===== config.mk =====
export PLATFORM = sky130hd
export DESIGN_NAME = ktc_cell
export DESIGN_NICKNAME = d
export VERILOG_FILES = /design/src/hw/rtl/ktc_pkg.sv /design/src/hw/rtl/ktc_cell.sv
export SDC_FILE = /design/constraint.sdc
export NUM_CORES = 1
export LEC_CHECK = 0
export ABC_AREA = 1
export BUFFER_PORTS_ARGS = -buffer_cell sky130_fd_sc_hd__buf_2
export CAP_MARGIN = 20
export CORE_AREA = 2 2 147 149
export CTS_CLUSTER_DIAMETER = 50
export CTS_CLUSTER_SIZE = 10
export DETAILED_ROUTE_END_ITERATION = 10
export DIE_AREA = 0 0 149 151
export GPL_ROUTABILITY_DRIVEN = 0
export PLACE_DENSITY = 0.58
export SLEW_MARGIN = 5
export SYNTH_ARGS = -nofsm -noshare
export SYNTH_HDL_FRONTEND = slang
export SYNTH_SLANG_ARGS = --single-unit

===== constraint.sdc =====
create_clock -name aclk -period 5.9 [get_ports aclk]
set_input_delay 1.18 -clock aclk [delete_from_list [all_inputs] [get_ports aclk]]
set_output_delay 1.18 -clock aclk [all_outputs]
set_load 0.01 [all_outputs]

===== src/hw/rtl/ktc_pkg.sv =====
// shared types and constants for the keyed table with compaction
`default_nettype none

package ktc_pkg;

    localparam int DEPTH     = 64;
    localparam int IDX_W     = $clog2(DEPTH);
    localparam int CNT_W     = $clog2(DEPTH + 1);
    localparam int CAP_W     = 7;
    localparam int CMP_W     = (CNT_W > CAP_W) ? CNT_W : CAP_W;
    localparam int KEY_W     = 32;
    localparam int PAY_W     = 64;
    localparam int ECNT_W    = 7;
    localparam int S_TDATA_W = 2 * KEY_W + PAY_W;
    localparam int M_RAW_W   = KEY_W + PAY_W + ECNT_W;
    localparam int M_TDATA_W = ((M_RAW_W + 7) / 8) * 8;
    localparam int CAP_RST   = (DEPTH < 64) ? DEPTH : 64;

    typedef logic signed [KEY_W-1:0] key_t;
    typedef logic [PAY_W-1:0]        payload_t;
    typedef logic [CNT_W-1:0]        cnt_t;
    typedef logic [IDX_W-1:0]        idx_t;
    typedef logic [CAP_W-1:0]        cap_t;

    typedef enum logic [1:0] {
        OP_ADD = 2'd0,
        OP_DEL = 2'd1,
        OP_UPD = 2'd2,
        OP_GET = 2'd3
    } opcode_t;

    typedef enum logic [1:0] {
        ST_OK   = 2'd0,
        ST_FULL = 2'd1,
        ST_DUP  = 2'd2,
        ST_MISS = 2'd3
    } status_t;

    // commit strobes from the sequencer to every cell
    typedef struct packed {
        logic add_en;
        logic upd_en;
        logic del_en;
    } cell_ctrl_t;

endpackage

`default_nettype wire


===== src/hw/rtl/ktc_cell.sv =====
// one table cell: stored entry, key compare and shift toward lower index
`default_nettype none

module ktc_cell (
    input  wire logic              aclk,
    input  wire ktc_pkg::idx_t     cell_idx,
    input  wire ktc_pkg::cnt_t     count,
    input  wire logic              cmp_en,
    input  wire ktc_pkg::key_t     cmp_key,
    input  wire ktc_pkg::key_t     cmp_new_key,
    input  wire ktc_pkg::cell_ctrl_t ctrl,
    input  wire ktc_pkg::key_t     wr_key,
    input  wire ktc_pkg::payload_t wr_payload,
    input  wire ktc_pkg::key_t     nbr_key,
    input  wire ktc_pkg::payload_t nbr_payload,
    input  wire logic              shift_in,
    output ktc_pkg::key_t          key,
    output ktc_pkg::payload_t      payload,
    output logic                   hit_key,
    output logic                   hit_new_key,
    output logic                   shift_out
);
    import ktc_pkg::*;

    key_t     key_reg;
    payload_t payload_reg;
    logic     hit_key_reg;
    logic     hit_new_key_reg;
    logic     occupied;
    logic     add_here;

    // entry is live when its index lies below the fill count
    assign occupied  = {{(CNT_W - IDX_W){1'b0}}, cell_idx} < count;
    assign add_here  = {{(CNT_W - IDX_W){1'b0}}, cell_idx} == count;
    assign shift_out = shift_in | hit_key_reg;

    // compare flags captured when the transaction is taken
    always_ff @(posedge aclk) begin
        if (cmp_en) begin
            hit_key_reg     <= occupied && (key_reg == cmp_key);
            hit_new_key_reg <= occupied && (key_reg == cmp_new_key);
        end
    end

    // entry storage: append, in-place update, or compaction shift
    always_ff @(posedge aclk) begin
        if (ctrl.add_en && add_here) begin
            key_reg     <= wr_key;
            payload_reg <= wr_payload;
        end else if (ctrl.upd_en && hit_key_reg) begin
            key_reg     <= wr_key;
            payload_reg <= wr_payload;
        end else if (ctrl.del_en && shift_out) begin
            key_reg     <= nbr_key;
            payload_reg <= nbr_payload;
        end
    end

    assign key         = key_reg;
    assign payload     = payload_reg;
    assign hit_key     = hit_key_reg;
    assign hit_new_key = hit_new_key_reg;

endmodule

`default_nettype wire


==> results.cfg <==
[pwr]
sw_frac_of_total_pct = 27.44
p_comb_share_pct = 18.9
power_density_nw_per_um2 = 221.5
p_total_w = 0.001827
power.switching_w = 0.0005013
vdd_drop_max_mv = 0.1208
clock_power_share_pct = 34.2
pwr-share-seq_pct = 46.9
intPower_w = 0.001326
leakage_nw = 4.320

[synth]
syn_inst = 704
yosysMostFrequentCell = inv_1
yosysUniqueCellTypes = 16
synth_nets = 985
syn_area_um2 = 5962
ys_top_cells_by_area = edfxtp_1 (49%), a31oi_1 (10%), inv_1 (9.8%)
synth_top_cells_by_count = inv_1 (155), nand2_1 (125), a21oi_1 (98), edfxtp_1 (98), a31oi_1 (96)
yosysWarningCount = 0
ys_seq_elements = 98
async_flop_share_pct = 0
synth_edf_count = 98
syn_avg_cell_area_um2 = 8.469
ys.flop_type = edfxtp_1
yosysTopAreaCell = edfxtp_1
synth_top_area_share_pct = 49.36
ys_seq_area_share_pct = 49.36

[worst_hold_path]
hold_depth = 7
hold_path.class = reg2reg
hold_end = hit_key$_DFFE_PP_
hp-start = key[24]$_DFFE_PP_

[clock_network]
clock-sinks = 98
clock_latency_ns = 0.35
cts.clk_slew.worst_paths_ns = 0.07
clockBufferDepth = 2
cts_buffers = 9
htree_levels = 3
cts_hold_buffers = 0
cts_tree = done
cts_resized = 0
cts_setup_buffers = 0
root_buffer = clkbuf_16

[setup_path]
r2r-end = payload[8]$_DFFE_PP_
critPathLaunchType = input port
r2r_slack_ns = 3.69
required_ns = 5.87
endpoint_kind = flop
cp_max_fo = 75
critical_path_arrival_ns = 3.52
r2r_start = hit_key$_DFFE_PP_
critPathKind = in2reg
worst-r2r-cell-count = 4

[global_route]
grt_usage_pct = 15.87
grt_overflow = 0
grt_use_met3_pct = 5.030
grt_start_max_net_pins = 120
grt_pass1_wl_um = 27230
grt_pass1_vias = 5353
use_met2_pct = 29.03
use_met1_pct = 17.17
antenna_found_initial = 1
grt-busiest-layer = met2

[placed_design]
port_buffers = 373
post-dp-hpwl_um = 14920

[cells_and_area]
largest_reg_flops = 64
multi_input_area_um2 = 2153
seq_area_um2 = 2943
nFillCells = 2174
fin_nets = 1332
area_growth_pct = 38.38
drive_gt1_share_pct = 37.69

[sta]
slew_headroom_pct = 45.30
rsz0062_at_grt = false
fmax_ghz = 0.2816
finalHoldViolations = 0
finalMaxSlewViolations = 0
finalCriticalPeriod_ns = 3.551
timing.setup.tns_ns = 0
finalCritPeriodShare_pct = 60.18
fin_worst_skew_ns = 0.01317
setup_violations = 0
tightest_slew_ns = 0.8204

[detailed_routing]
drt-total-wl_um = 19010
wl_per_cell_um = 14.27
first_pass_iters = 4
drtIter0Drc = 212
drc = 0
via_per_inst = 4.435
vias = 5907
ant_nets = 0

[floorplan]
rows = 53
die_y_um = 151
die_area_um2 = 22500
initial_core_util_pct = 28.63
core_um2 = 20820
die_w_um = 149
ios = 374

[run]
maxCapViolCount = 0

[status]
status = completed
==> cells in the final DEF (no fill, tap or decap) <==
master	netlist	routed
buf_2	9	373
inv_1	155	155
nand2_1	125	124
a21oi_1	98	98
edfxtp_1	98	98
a31oi_1	96	96
nor2_1	45	45
xor2_1	32	32
clkbuf_16	0	9
ha_1	6	6
buf_4	0	4
nand3_4	0	2
nand3_1	3	2
clkinv_4	0	2
inv_8	0	2
diode_2	0	1
nand2_4	0	1
or2_2	1	1
o21ai_0	1	1
nor3_1	1	1
bufinv_16	0	1
inv_6	0	1
clkinv_2	0	1
buf_12	0	1
==> per-layer routing <==
| metal | share of wire [%] | vias up |
|---|---|---|
| li1 | - | 3030 |
| met1 | 38 | 2594 |
| met2 | 51 | 252 |
| met3 | 9.1 | 29 |
| met4 | 2.2 | 2 |
| met5 | 0.068 | - |
==> cell families after synthesis <==
| logic type | synth area share, % |
|---|---|
| and+or+nand+nor | 11.31 |
| DFF | 49.36 |
| buffers and inverters | 14.98 |
| adders and majority gates | 1.259 |
| AOI/OAI and AO/OA | 18.38 |
| xor gates and xnor gates | 4.701 |
==> metrics by stage <==
stage                     instance area [µm²]  cells  setup WS, ns  util [%]  hold WS, ns
final                                    8250   1332         2.349     39.62       0.8775
after detailed placement                 7939   1315         1.987     38.13       0.8759
after floorplan                          5962    704        0.6151         -       0.8710
after global routing                     8248   1331         2.208     39.61       0.9327
after CTS                                8248   1331         2.359     39.61       0.8833
after global placement                   7939   1315         2.025     38.13       0.8685
==> layout make-up <==
type / instances / share of cell area, %
clock inverters: 7 / 1.016
inverters: 155 / 7.052
clock buffers: 9 / 2.730
repair buffers: 378 / 23.23
flip-flops and latches: 98 / 35.67
well taps: 275 / 4.170
multi-input cells: 409 / 26.10
diodes: 1 / 0.03033
==> power by group through the flow <==
stage / combinational (W) / sequential, W / clock (W)
floorplan: 0.000137 / 0.000900 / 0
global placement: 0.000346 / 0.000871 / 0
detailed placement: 0.000350 / 0.000873 / 0
CTS: 0.000351 / 0.000857 / 0.000645
global route: 0.000386 / 0.000862 / 0.000663
finish: 0.000346 / 0.000856 / 0.000625
==> worst max-delay path by stage <==
stage / start / endpoint / slack (ns) / cells past startpoint
finish: cell_idx[5] / payload[33]$_DFFE_PP_ / 2.35 / 7
global route: cell_idx[5] / payload[51]$_DFFE_PP_ / 2.21 / 7
CTS: cell_idx[5] / key[18]$_DFFE_PP_ / 2.36 / 7
detailed placement: cell_idx[5] / payload[2]$_DFFE_PP_ / 1.99 / 7
global placement: cell_idx[5] / payload[44]$_DFFE_PP_ / 2.03 / 7
floorplan: count[4] / key[0]$_DFFE_PP_ / 0.62 / 8
==> critical path, stage by stage <==
cell,delay [ns]
buf_2,0.11
ha_1,0.30
nand2_1,0.07
nor2_1,0.24
nand3_4,0.66
nand3_4,0.23
buf_4,0.62
No activity file was read; power rests on OpenSTA's default activity.
